File: src/rtl/core/assert_macros.svh
// Assertion helpers shared by the RTL. Each use samples on clk_i and is
// switched off while rst_ni is low.
`ifndef ASSERT_MACROS_SVH
`define ASSERT_MACROS_SVH

// The consequence must hold in the same cycle as the trigger.
`define ASSERT_SAME(label, trig, cons) \
  label: assert property (@(posedge clk_i) disable iff (!rst_ni) (trig) |-> (cons)) \
    else $error("same-cycle check failed");

// The consequence must hold in the cycle after the trigger.
`define ASSERT_NEXT(label, trig, cons) \
  label: assert property (@(posedge clk_i) disable iff (!rst_ni) (trig) |=> (cons)) \
    else $error("next-cycle check failed");

`endif

File: src/rtl/core/idq_pkg.sv
package idq_pkg;

  localparam int unsigned CMD_W  = 3;
  localparam int unsigned POS_W  = 4;
  localparam int unsigned DATA_W = 32;
  localparam int unsigned STAT_W = 2;
  localparam int unsigned OCC_W  = 5;

  typedef enum logic [CMD_W-1:0] {
    CMD_PUSH_BACK = 3'd0,
    CMD_READ      = 3'd1,
    CMD_POP_FRONT = 3'd2,
    CMD_POP_BACK  = 3'd3,
    CMD_REMOVE    = 3'd4
  } cmd_e;

  typedef enum logic [STAT_W-1:0] {
    ST_OK    = 2'd0,
    ST_EMPTY = 2'd1,
    ST_FULL  = 2'd2
  } status_e;

  // Per-cycle action broadcast to every cell of the row.
  typedef struct packed {
    logic push;
    logic remove;
  } cell_op_t;

  // Outcome of one command, as seen by the result register.
  typedef struct packed {
    status_e status;
    logic    rd_en;
  } cmd_res_t;

endpackage

File: src/rtl/core/idq_cell.sv
module idq_cell import idq_pkg::*; #(
  parameter int unsigned WIDTH = 32,
  parameter int unsigned IDX_W = 4,
  parameter int unsigned INDEX = 0
) (
  input  logic             clk_i,
  input  cell_op_t         op_i,
  input  logic [IDX_W-1:0] tgt_i,
  input  logic [WIDTH-1:0] wdata_i,
  input  logic [WIDTH-1:0] next_i,
  output logic [WIDTH-1:0] data_o
);

  logic [WIDTH-1:0] data_q;
  logic [WIDTH-1:0] data_d;
  logic             is_tgt;
  logic             at_or_after;

  assign is_tgt      = (tgt_i == IDX_W'(INDEX));
  assign at_or_after = (tgt_i <= IDX_W'(INDEX));

  // A push lands in the cell at the current count; a removal pulls every cell
  // from the removed place onwards one step towards the front.
  always_comb begin
    data_d = data_q;
    if (op_i.push && is_tgt) begin
      data_d = wdata_i;
    end else if (op_i.remove && at_or_after) begin
      data_d = next_i;
    end
  end

  always_ff @(posedge clk_i) begin
    data_q <= data_d;
  end

  assign data_o = data_q;

endmodule

File: src/rtl/core/idq_ctrl.sv
module idq_ctrl import idq_pkg::*; #(
  parameter int unsigned DEPTH = 16,
  parameter int unsigned CNT_W = 5,
  parameter int unsigned IDX_W = 4
) (
  input  logic             clk_i,
  input  logic             rst_ni,
  input  logic             fire_i,
  input  logic [CMD_W-1:0] cmd_i,
  input  logic [POS_W-1:0] pos_i,
  output cell_op_t         op_o,
  output logic [IDX_W-1:0] tgt_o,
  output cmd_res_t         res_o,
  output logic [CNT_W-1:0] count_o,
  output logic [CNT_W-1:0] count_next_o
);

  localparam int unsigned CMP_W = (CNT_W > POS_W) ? CNT_W : POS_W;

  logic [CNT_W-1:0] count_q;
  logic [CNT_W-1:0] count_d;
  logic [CMP_W-1:0] pos_ext;
  logic [CMP_W-1:0] cnt_ext;
  logic [CNT_W-1:0] cnt_m1;
  logic             pos_ok;
  logic             nonempty;
  logic             full;
  cell_op_t         op;
  cmd_res_t         res;
  logic [IDX_W-1:0] tgt;

  assign pos_ext  = CMP_W'(pos_i);
  assign cnt_ext  = CMP_W'(count_q);
  assign pos_ok   = (pos_ext < cnt_ext);
  assign nonempty = (count_q != '0);
  assign full     = (count_q == CNT_W'(DEPTH));
  assign cnt_m1   = count_q - CNT_W'(1);

  always_comb begin
    op         = '0;
    res.status = ST_OK;
    res.rd_en  = 1'b0;
    tgt        = '0;
    case (cmd_e'(cmd_i))
      CMD_PUSH_BACK: begin
        tgt = count_q[IDX_W-1:0];
        if (full) begin
          res.status = ST_FULL;
        end else begin
          op.push = 1'b1;
        end
      end
      CMD_READ: begin
        tgt = pos_ext[IDX_W-1:0];
        if (pos_ok) begin
          res.rd_en = 1'b1;
        end else begin
          res.status = ST_EMPTY;
        end
      end
      CMD_POP_FRONT: begin
        if (nonempty) begin
          res.rd_en = 1'b1;
          op.remove = 1'b1;
        end else begin
          res.status = ST_EMPTY;
        end
      end
      CMD_POP_BACK: begin
        tgt = cnt_m1[IDX_W-1:0];
        if (nonempty) begin
          res.rd_en = 1'b1;
          op.remove = 1'b1;
        end else begin
          res.status = ST_EMPTY;
        end
      end
      CMD_REMOVE: begin
        tgt = pos_ext[IDX_W-1:0];
        if (pos_ok) begin
          res.rd_en = 1'b1;
          op.remove = 1'b1;
        end else begin
          res.status = ST_EMPTY;
        end
      end
      default: begin
        res.status = ST_EMPTY;
      end
    endcase
  end

  always_comb begin
    count_d = count_q;
    if (op.push) begin
      count_d = count_q + CNT_W'(1);
    end else if (op.remove) begin
      count_d = cnt_m1;
    end
  end

  always_ff @(posedge clk_i or negedge rst_ni) begin
    if (!rst_ni) begin
      count_q <= '0;
    end else if (fire_i) begin
      count_q <= count_d;
    end
  end

  // Cells only move on an accepted transaction.
  assign op_o.push    = op.push & fire_i;
  assign op_o.remove  = op.remove & fire_i;
  assign tgt_o        = tgt;
  assign res_o        = res;
  assign count_o      = count_q;
  assign count_next_o = count_d;

endmodule

File: src/rtl/core/indexed_deque_with_removal.sv
// Indexed double-ended queue with removal at any position.
// Commands arrive on the s_axis channel, one per transaction: the command code
// travels in tuser, the position and the element to append in tdata. Every
// command yields exactly one result transaction on m_axis, carrying a status
// in tuser and the element read or removed plus the new occupancy in tdata.
// Elements sit in a row of cells with the front in cell 0. A push writes the
// cell at the current count; any removal makes every cell from the removed
// place onwards take its right-hand neighbour's value in the same clock, so
// each command is fully executed in the cycle in which it is accepted.
// The result is offered in the cycle after acceptance, and the block takes one
// command per cycle while the receiver keeps up, limited by the shift of the
// cell row and the one result register.
// While a result waits for the receiver, a new command is still accepted in
// the cycle in which the waiting result is taken; if the receiver holds
// m_axis_tready low, s_axis_tready falls and the block holds its state.
// Reset empties the queue and drops any pending result; cell contents are not
// cleared, since no command can read past the occupancy.
module indexed_deque_with_removal import idq_pkg::*; #(
  parameter int unsigned DEPTH = 16,
  parameter int unsigned WIDTH = 32
) (
  input  logic        clk_i,
  input  logic        rst_ni,
  input  logic        s_axis_tvalid,
  output logic        s_axis_tready,
  input  logic [39:0] s_axis_tdata,  // [3:0] position, [35:4] write_data, [39:36] zero
  input  logic [2:0]  s_axis_tuser,  // [2:0] command
  output logic        m_axis_tvalid,
  input  logic        m_axis_tready,
  output logic [39:0] m_axis_tdata,  // [31:0] read_data, [36:32] occupancy, [39:37] zero
  output logic [1:0]  m_axis_tuser   // [1:0] status
);

  `include "assert_macros.svh"

  localparam int unsigned CNT_W = $clog2(DEPTH + 1);
  localparam int unsigned IDX_W = $clog2(DEPTH);

  // Handshake and unpacked command fields.
  logic              fire;
  logic [CMD_W-1:0]  cmd;
  logic [POS_W-1:0]  pos;
  logic [DATA_W-1:0] wdata;

  // Control outputs.
  cell_op_t          op;
  logic [IDX_W-1:0]  tgt;
  cmd_res_t          res;
  logic [CNT_W-1:0]  count;
  logic [CNT_W-1:0]  count_next;

  // Cell row and its read selection.
  logic [WIDTH-1:0]  cell_data [DEPTH];
  logic [WIDTH-1:0]  cell_wdata;
  logic [WIDTH-1:0]  rd_word;

  // Result register.
  logic              vld_q;
  logic              vld_d;
  status_e           status_q;
  logic [DATA_W-1:0] rdata_q;
  logic [OCC_W-1:0]  occ_q;

  assign s_axis_tready = !vld_q || m_axis_tready;
  assign fire          = s_axis_tvalid && s_axis_tready;
  assign cmd           = s_axis_tuser;
  assign pos           = s_axis_tdata[POS_W-1:0];
  assign wdata         = s_axis_tdata[POS_W+DATA_W-1:POS_W];
  assign cell_wdata    = WIDTH'(wdata);

  idq_ctrl #(
    .DEPTH (DEPTH),
    .CNT_W (CNT_W),
    .IDX_W (IDX_W)
  ) u_ctrl (
    .clk_i        (clk_i),
    .rst_ni       (rst_ni),
    .fire_i       (fire),
    .cmd_i        (cmd),
    .pos_i        (pos),
    .op_o         (op),
    .tgt_o        (tgt),
    .res_o        (res),
    .count_o      (count),
    .count_next_o (count_next)
  );

  // The last cell has no right-hand neighbour; whatever it takes on a removal
  // lies beyond the new occupancy.
  for (genvar i = 0; i < DEPTH; i++) begin : g_cell
    logic [WIDTH-1:0] next_data;
    if (i == DEPTH - 1) begin : g_last
      assign next_data = '0;
    end else begin : g_mid
      assign next_data = cell_data[i+1];
    end
    idq_cell #(
      .WIDTH (WIDTH),
      .IDX_W (IDX_W),
      .INDEX (i)
    ) u_cell (
      .clk_i   (clk_i),
      .op_i    (op),
      .tgt_i   (tgt),
      .wdata_i (cell_wdata),
      .next_i  (next_data),
      .data_o  (cell_data[i])
    );
  end

  // The element concerned by a read or removal is the cell at the target index
  // (zero for a front pop, the last element for a back pop).
  always_comb begin
    rd_word = '0;
    for (int i = 0; i < DEPTH; i++) begin
      rd_word = rd_word | (cell_data[i] & {WIDTH{tgt == IDX_W'(i)}});
    end
  end

  always_comb begin
    vld_d = vld_q;
    if (fire) begin
      vld_d = 1'b1;
    end else if (m_axis_tready) begin
      vld_d = 1'b0;
    end
  end

  always_ff @(posedge clk_i or negedge rst_ni) begin
    if (!rst_ni) begin
      vld_q <= 1'b0;
    end else begin
      vld_q <= vld_d;
    end
  end

  // Payload of the result carries no reset.
  always_ff @(posedge clk_i) begin
    if (fire) begin
      status_q <= res.status;
      rdata_q  <= res.rd_en ? DATA_W'(rd_word) : '0;
      occ_q    <= OCC_W'(count_next);
    end
  end

  assign m_axis_tvalid = vld_q;
  assign m_axis_tuser  = status_q;
  assign m_axis_tdata  = {3'b000, occ_q, rdata_q};

  // A failed command must report no element.
  `ASSERT_NEXT(a_err_zero_data, fire && !res.rd_en, m_axis_tdata[31:0] == 32'd0)
  // A successful push grows the queue by exactly one.
  `ASSERT_NEXT(a_push_grows, fire && op.push, count == $past(count) + CNT_W'(1))
  // The occupancy never exceeds the number of cells.
  `ASSERT_SAME(a_count_bound, 1'b1, count <= CNT_W'(DEPTH))
  // Elements are only delivered alongside an ok status.
  `ASSERT_SAME(a_rd_ok, fire && res.rd_en, res.status == ST_OK)

endmodule
File: config.mk
export PLATFORM = sky130hd
export DESIGN_NAME = indexed_deque_with_removal
export DESIGN_NICKNAME = d
export VERILOG_FILES = /design/src/rtl/core/idq_pkg.sv /design/src/rtl/core/idq_cell.sv /design/src/rtl/core/idq_ctrl.sv /design/src/rtl/core/indexed_deque_with_removal.sv
export VERILOG_INCLUDE_DIRS = /design/src /design/src/rtl/core
export SDC_FILE = /design/constraint.sdc
export NUM_CORES = 1
export LEC_CHECK = 0
export BUFFER_PORTS_ARGS = -buffer_cell sky130_fd_sc_hd__buf_2
export CAP_MARGIN = 5
export CORE_ASPECT_RATIO = 0.75
export CORE_MARGIN = 8
export CORE_UTILIZATION = 62
export DETAILED_ROUTE_END_ITERATION = 6
export PLACE_DENSITY_LB_ADDON = 0.25
export SLEW_MARGIN = 40
export SYNTH_ARGS = -nofsm -noshare
export SYNTH_HDL_FRONTEND = slang
export SYNTH_SLANG_ARGS = --single-unit
File: constraint.sdc
create_clock -name clk_i -period 6.61 [get_ports clk_i]
set_clock_uncertainty 0.05 [all_clocks]
set_input_delay 0.9915 -clock clk_i [delete_from_list [all_inputs] [get_ports clk_i]]
set_output_delay 0.9915 -clock clk_i [all_outputs]
set_load 0.02 [all_outputs]
==> results of run 1 <==
-- area by class of cell --
cell class / instances / area (µm²) / share of cell area, %
inverters: 8 / 30.0 / 0.0958
repair buffers: 180 / 1360 / 4.33
clock inverters: 34 / 234 / 0.746
clock buffers: 65 / 1460 / 4.65
diodes: 6 / 15.0 / 0.0479
flip-flops and latches: 557 / 16700 / 53.3
well taps: 586 / 733 / 2.34
multi-input cells: 1263 / 10800 / 34.5
-- sequential cells by signal (all words and copies together) (netlist names) --
| register | count |
|---|---|
| rdata_q | 32 |
| g_cell.u_cell.data_o | 512 |
| occ_q | 5 |
| m_axis_tuser | 2 |
| u_ctrl.count_o | 5 |
| m_axis_tvalid | 1 |
-- worst min path at each step --
stage | endpoint | slack [ps] | from
after global placement | m_axis_tvalid$_DFFE_PN0P_ | 450 | m_axis_tvalid$_DFFE_PN0P_
after floorplan | g_cell[14].u_cell.data_o[18]$_DFFE_PP_ | 470 | g_cell[15].u_cell.data_o[18]$_SDFFCE_PN0P_
final | u_ctrl.count_o[1]$_DFFE_PN0P_ | 150 | rst_ni
after CTS | m_axis_tvalid$_DFFE_PN0P_ | 150 | rst_ni
after global routing | u_ctrl.count_o[1]$_DFFE_PN0P_ | 160 | rst_ni
after detailed placement | m_axis_tvalid$_DFFE_PN0P_ | 480 | m_axis_tvalid$_DFFE_PN0P_
-- through the flow --
step | total power, µW | util (%) | hold slack [ps]
finish | 9560 | 70.2 | 153
global route | 9710 | 70.1 | 164
CTS | 9410 | 70.1 | 155
detailed placement | 6440 | 66.3 | 475
global placement | 6370 | 65.9 | 451
floorplan | 5530 | - | 472
-- cells by family (layout without fill, tap and decap cells) --
logic type                 Yosys count  after routing  synth area share, %
other                                1              9               0.0133
buffers and inverters              169            287                 3.17
and+or+nand+nor                    346            346                 6.45
DFF                                557            557                 59.4
muxes                              533            533                 21.2
xor gates and xnor gates             9              9                0.280
AOI/OAI and AO/OA                  366            366                 9.28
adders and majority gates            6              6                0.258
-- report_power, final --
part | switching [µW] | internal, µW | total, µW
combinational | 1570 | 644 | 2210
clock | 1360 | 1680 | 3040
sequential | 130 | 4180 | 4310
-- per-layer routing --
| metal | track usage, % | wire length (µm) | vias to the layer above |
|---|---|---|---|
| met5 | 1.15 | 79 | - |
| met2 | 52.1 | 41000 | 2114 |
| met4 | 21.2 | 7330 | 4 |
| li1 | - | - | 7979 |
| met1 | 49.5 | 34100 | 9959 |
| met3 | 14.9 | 18300 | 564 |
-- synthesized netlist by cell type, types with 3 or more instances --
| cell type | instances |
|---|---|
| o21a_1 | 3 |
| a21oi_1 | 63 |
| nor4_4 | 3 |
| nand2b_1 | 5 |
| nor2_2 | 7 |
| nand2_1 | 149 |
| o21bai_1 | 8 |
| xnor2_1 | 9 |
| o22ai_1 | 21 |
| o31a_1 | 4 |
| buf_1 | 6 |
| mux2_2 | 473 |
| mux2_1 | 14 |
| and3_1 | 5 |
| a222oi_1 | 10 |
| a22o_1 | 26 |
| a31oi_1 | 30 |
| nand4_1 | 6 |
| mux2i_1 | 46 |
| nor3_1 | 17 |
| nand3_1 | 28 |
| buf_4 | 37 |
| nor3_4 | 9 |
| and2_1 | 34 |
| clkbuf_1 | 54 |
| inv_1 | 7 |
| nor2b_1 | 6 |
| a221oi_1 | 25 |
| o32ai_1 | 6 |
| edfxtp_1 | 551 |
| a32o_1 | 7 |
| a22oi_1 | 65 |
| ha_1 | 5 |
| dfrtp_1 | 6 |
| o21ai_0 | 40 |
| a32oi_1 | 14 |
| a211oi_1 | 10 |
| nor2_1 | 54 |
| a21o_1 | 3 |
| buf_2 | 58 |
| a41oi_1 | 3 |
| buf_6 | 6 |
| o22a_1 | 4 |
-- placed cells by master (no fill, tap or decap), types with 10 or more instances in the layout --
master	n
nor2_1	44
nor3_1	15
buf_12	10
o22ai_1	20
a22o_1	26
and2_1	33
a221oi_1	24
a222oi_1	10
buf_2	83
buf_4	82
o21ai_0	39
clkbuf_16	57
a32oi_1	14
nor3_4	11
mux2_2	473
nor2_4	10
mux2i_1	46
a22oi_1	64
a31oi_1	30
a21oi_1	61
clkinv_1	19
edfxtp_1	551
a211oi_1	10
nand2_1	148
nand3_1	26
mux2_1	14
-- critical path, delay by kind of cell (launching register included) --
| family | cells | cell delay, ps |
|---|---|---|
| compound gates | 2 | 610 |
| simple gates | 4 | 1320 |
| flops | 1 | 530 |
| fa+ha+maj | 1 | 290 |
| buf+inv | 4 | 1570 |
==> metrics.md, run 1 <==
| Metric | Value |
|---|---|
| Post-synth EDFFs | 551 |
| Most common cell on crit path | buf_4 |
| Yosys warns | 0 |
| RePlAce Congestion | 0.954 |
| DR iter-0 viols | 3865 |
| Die Ht | 200 µm |
| Drt drc | 1 |
| Fin crit period | 4820 ps |
| Synth Flop Type | edfxtp_1 |
| RSZ-0062 raised after global routing | false |
| Antenna violations before repair | 4 |
| Crit Path Category | reg -> reg |
| Crit Reg-Reg Startpoint | u_ctrl.count_o[1]$_DFFE_PN0P_ |
| Status | finished with violations |
| Slew Viols, Final | 0 |
| H-tree levels | 2 |
| #FFs+latches synth | 557 |
| Count of cell types in the netlist | 81 |
| Fmax | 0.208 GHz |
| Clock sinks | 557 |
| Async SR Flop Fraction | 1.08% |
| Die X-Extent | 262 µm |
| CP Data Arrival Time | 4990 ps |
| Dpl cells | 2594 |
| Register area share after synthesis | 59.4% |
| Core area | 0.0447 mm² |
| Fillers | 2999 |
| Cell count of the worst reg-to-reg path | 11 |
| Setup crit end kind | register |
| Final Cell Area | 0.0313 mm² |
| CTS clk-pin slew, worst paths | 70 ps |
| Top-area cell type share of the netlist area | 58.9% |
| Syn Std Cell Area | 0.0281 mm² |
| Critical R2R Capture | g_cell[9].u_cell.data_o[6]$_DFFE_PP_ |
| Leak | 0.0105 µW |
| Clock Path Buffers | 3 |
| Critical Path Max Stage Delay | 630 ps |
| Failing checks | design-rule violations |
| Vias in the first global route | 20100 |
| Final worst slack | 1790 ps |
| Top Ports | 91 |
| CP max FO | 23 |
| Gr ovfl total | 0 |
| Vias/cell | 7.64 |
| Post-CTS Resized | 0 |
| Area grow syn2layout | 11.5% |
| DR vias | 20600 |
| Place WS | 1770 ps |
| R2r setup slk | 1790 ps |
| HPWL after DPL | 60800 µm |
| Per-cell routed wire length | 37.3 µm |
| Area post-placement | 0.0296 mm² |
| Cell count after synthesis | 1987 |
| Final cell count without fillers | 2699 |
| Worst-path cell chain | inv_1 > ha_1 > nand2b_1 > o311ai_1 > or2_4 > buf_4 > nor2_1 > buf_4 > nor2_1 > o21bai_4 > buf_4 |
| Tot GR Track Use | 37.5% |
| Layout cell share with drive strength beyond 1 | 37.8% |
| Setup TNS | 0 ps |
| Initial Util | 62.9% |
| Worst Hold Class | in -> async |
| Die area | 0.0525 mm² |
| Worst-margin pin slew | 939 ps |
| Post-Syn Area per Cell | 14.1 µm² |
| Peak supply drop | 0.000227 V |
| PwrDens | 305 mW/mm² |
| Period utilisation layout | 72.9% |
| CTS tree | yes |
| Worst setup SP type | register |
| Largest cells by area after synthesis | edfxtp_1, mux2_2, nand2_1 |
| Final #Nets | 2116 |
| CP endpoint | g_cell[9].u_cell.data_o[6]$_DFFE_PP_ |
| Site row count | 67 |
| Rel. slew slack | 37.2% |
| First-pass GRT wire length | 142000 µm |
| Setup repair bufs after CTS | 0 |
| Max-Cap Viols | 0 |
| Critical Path Start | u_ctrl.count_o[1]$_DFFE_PN0P_ |
| Post-DRT Antenna Nets | 0 |
| DRT Pass-1 Iters | 7 |
| Final wirelength | 101000 µm |
| CP max-delay cell | nor2_1 |
| Num CTS Buffers | 54 |
| Root Buffer | clkbuf_16 |
| Final hold vios | 0 |
| CTS Hold Bufs | 0 |
| Leading area contributor after synthesis | edfxtp_1 |
| PortBufs | 83 |
| Clk_lat worst skew | 600 ps |
| CP required | 6780 ps |
| Largest net degree at the start of global routing | 75 |
| # setup viols final | 0 |
No activity file was read; power rests on OpenSTA's default activity.
==> run 2: changes to the inputs <==
--- a/config.mk
+++ b/config.mk
@@ -10,7 +10,7 @@
 export CAP_MARGIN = 5
 export CORE_ASPECT_RATIO = 0.75
 export CORE_MARGIN = 8
-export CORE_UTILIZATION = 62
+export CORE_UTILIZATION = 57
 export DETAILED_ROUTE_END_ITERATION = 6
 export PLACE_DENSITY_LB_ADDON = 0.25
 export SLEW_MARGIN = 40
==> constraint.sdc (replaced) <==
create_clock -name clk_i -period 4 [get_ports clk_i]
set_clock_uncertainty 0.05 [all_clocks]
set_input_delay 0.6 -clock clk_i [delete_from_list [all_inputs] [get_ports clk_i]]
set_output_delay 0.6 -clock clk_i [all_outputs]
set_load 0.02 [all_outputs]
==> metrics.md, run 2 (synthesis results as in run 1) <==
| Metric | Value |
|---|---|
| H-tree levels | 2 |
| DR iter-0 viols | 3938 |
| Tot GR Track Use | 35.7% |
| Top Ports | 91 |
| DR vias | 21000 |
| CP max FO | 13 |
| Fillers | 3533 |
| Post-DRT Antenna Nets | 0 |
| Layout cell share with drive strength beyond 1 | 40.6% |
| Final hold vios | 0 |
| Per-cell routed wire length | 36.5 µm |
| CP max-delay cell | nor3_1 |
| Critical Path Max Stage Delay | 810 ps |
| Commonest non-fill, non-tap cell in the layout | edfxtp_1 |
| Most frequent cells in the layout | edfxtp_1, mux2_2, buf_4 |
| Die X-Extent | 272 µm |
| Status | finished with violations |
| Worst-margin pin slew | 992 ps |
| Post-CTS Resized | 0 |
| Site row count | 70 |
| CTS tree | yes |
| Die area | 0.0567 mm² |
| Final #Nets | 2224 |
| Final Util | 66.4% |
| Clock sinks | 557 |
| Initial Util | 57.7% |
| CP Data Arrival Time | 4190 ps |
| Final wirelength | 105000 µm |
| Max-Cap Viols | 0 |
| CTS clk-pin slew, worst paths | 60 ps |
| Root Buffer | clkbuf_16 |
| Tightest hold margin | 136 ps |
| Final Cell Area | 0.0323 mm² |
| HPWL after DPL | 68000 µm |
| Fmax | 0.260 GHz |
| Peak supply drop | 0.000357 V |
| CP required | 4350 ps |
| Antenna violations before repair | 7 |
| Vias/cell | 7.31 |
| PortBufs | 83 |
| Fin crit period | 3840 ps |
| # setup viols final | 0 |
| Die Ht | 208 µm |
| Clock Path Buffers | 3 |
| Area grow syn2layout | 15.1% |
| Vias in the first global route | 20300 |
| Num CTS Buffers | 53 |
| Rel. slew slack | 33.4% |
| RePlAce Congestion | 0.975 |
| CTS Hold Bufs | 1 |
| Setup repair bufs after CTS | 0 |
| Drt drc | 1 |
| Max reg flops | 512 |
| Worst-path cell chain | inv_1 > ha_1 > nand2b_1 > o311ai_1 > nor2_4 > buf_4 > nor3_1 > buf_4 > a21oi_1 > a31oi_1 |
| Crit Path Category | reg -> reg |
| Area post-placement | 0.0307 mm² |
| Leak | 0.0111 µW |
| DRT Pass-1 Iters | 7 |
| Setup crit end kind | register |
| PwrDens | 496 mW/mm² |
| Worst setup SP type | register |
| Clk_lat worst skew | 630 ps |
| Most common cell on crit path | buf_4 |
| First-pass GRT wire length | 147000 µm |
| Gr ovfl total | 0 |
| Period utilisation layout | 96.1% |
| Worst Hold Class | in -> reg |
| Slew Viols, Final | 0 |
| Core area | 0.0487 mm² |
| Failing checks | design-rule violations |
| RSZ-0062 raised after global routing | false |
| Largest net degree at the start of global routing | 34 |
## run 2: cell types whose count changed in the layout (fill, tap and decap cells not counted), sizes merged
cell         delta
clkinv          -1
buf           +108
clkinvlp        +3
inv             -1
diode           -1
dlygate4sd3     +1
## run 2: power breakdown
part,internal (µW),switching (µW)
Combinational,1270,2650
Clock,2710,2300
Sequential,6910,213
Total,10900,5160
## run 2: layout make-up
class                   instances  area, µm²  area share (%)
repair buffers                289       2340            7.23
inverters                       8       31.3          0.0967
flip-flops and latches        557      16700            51.6
multi-input cells            1263      10800            33.3
diodes                          5       12.5          0.0387
clock inverters                35        255           0.789
well taps                     648        811            2.51
clock buffers                  65       1410            4.37
## run 2: worst max-delay path: cells and delay by family, from the launching register on
kind	cells	cell delay (ps)
compound gates	3	900
fa+ha+maj	1	310
buf+inv	3	710
flops	1	470
simple gates	3	1170
## run 2: path summary, 6_finish.rpt
path | startpoint | slack (ps) | cells past startpoint | to
max | u_ctrl.count_o[1]$_DFFE_PN0P_ | 160 | 10 | rdata_q[11]$_SDFFCE_PN0P_
min | s_axis_tvalid | 140 | 2 | m_axis_tvalid$_DFFE_PN0P_
max reg2reg | u_ctrl.count_o[1]$_DFFE_PN0P_ | 160 | 10 | rdata_q[11]$_SDFFCE_PN0P_
min reg2reg | m_axis_tvalid$_DFFE_PN0P_ | 500 | 2 | m_axis_tvalid$_DFFE_PN0P_
max in group asynchronous | rst_ni | 3390 | 2 | u_ctrl.count_o[4]$_DFFE_PN0P_
min in group asynchronous | rst_ni | 330 | 2 | m_axis_tvalid$_DFFE_PN0P_
## run 2: routing by layer
| layer | vias up | GRT usage [%] | part of all wire, % |
|---|---|---|---|
| li1 | 8205 | - | - |
| met1 | 10200 | 48.1 | 36 |
| met2 | 2051 | 49.3 | 40 |
| met3 | 492 | 14.2 | 17 |
| met4 | 6 | 18.4 | 6.2 |
| met5 | - | 0.613 | 0.044 |
## run 2: metrics by stage
stage          instances  worst slack [ps]  TNS, ps  power [µW]
2_1_floorplan       1989              -227   -21820        9130
3_3_place_gp        2764               153        0       10900
3_5_place_dp        2764               173        0       10900
4_1_cts             2865               308        0       15800
5_1_grt             2868              89.6        0       16300
6_report            2870               156        0       16100
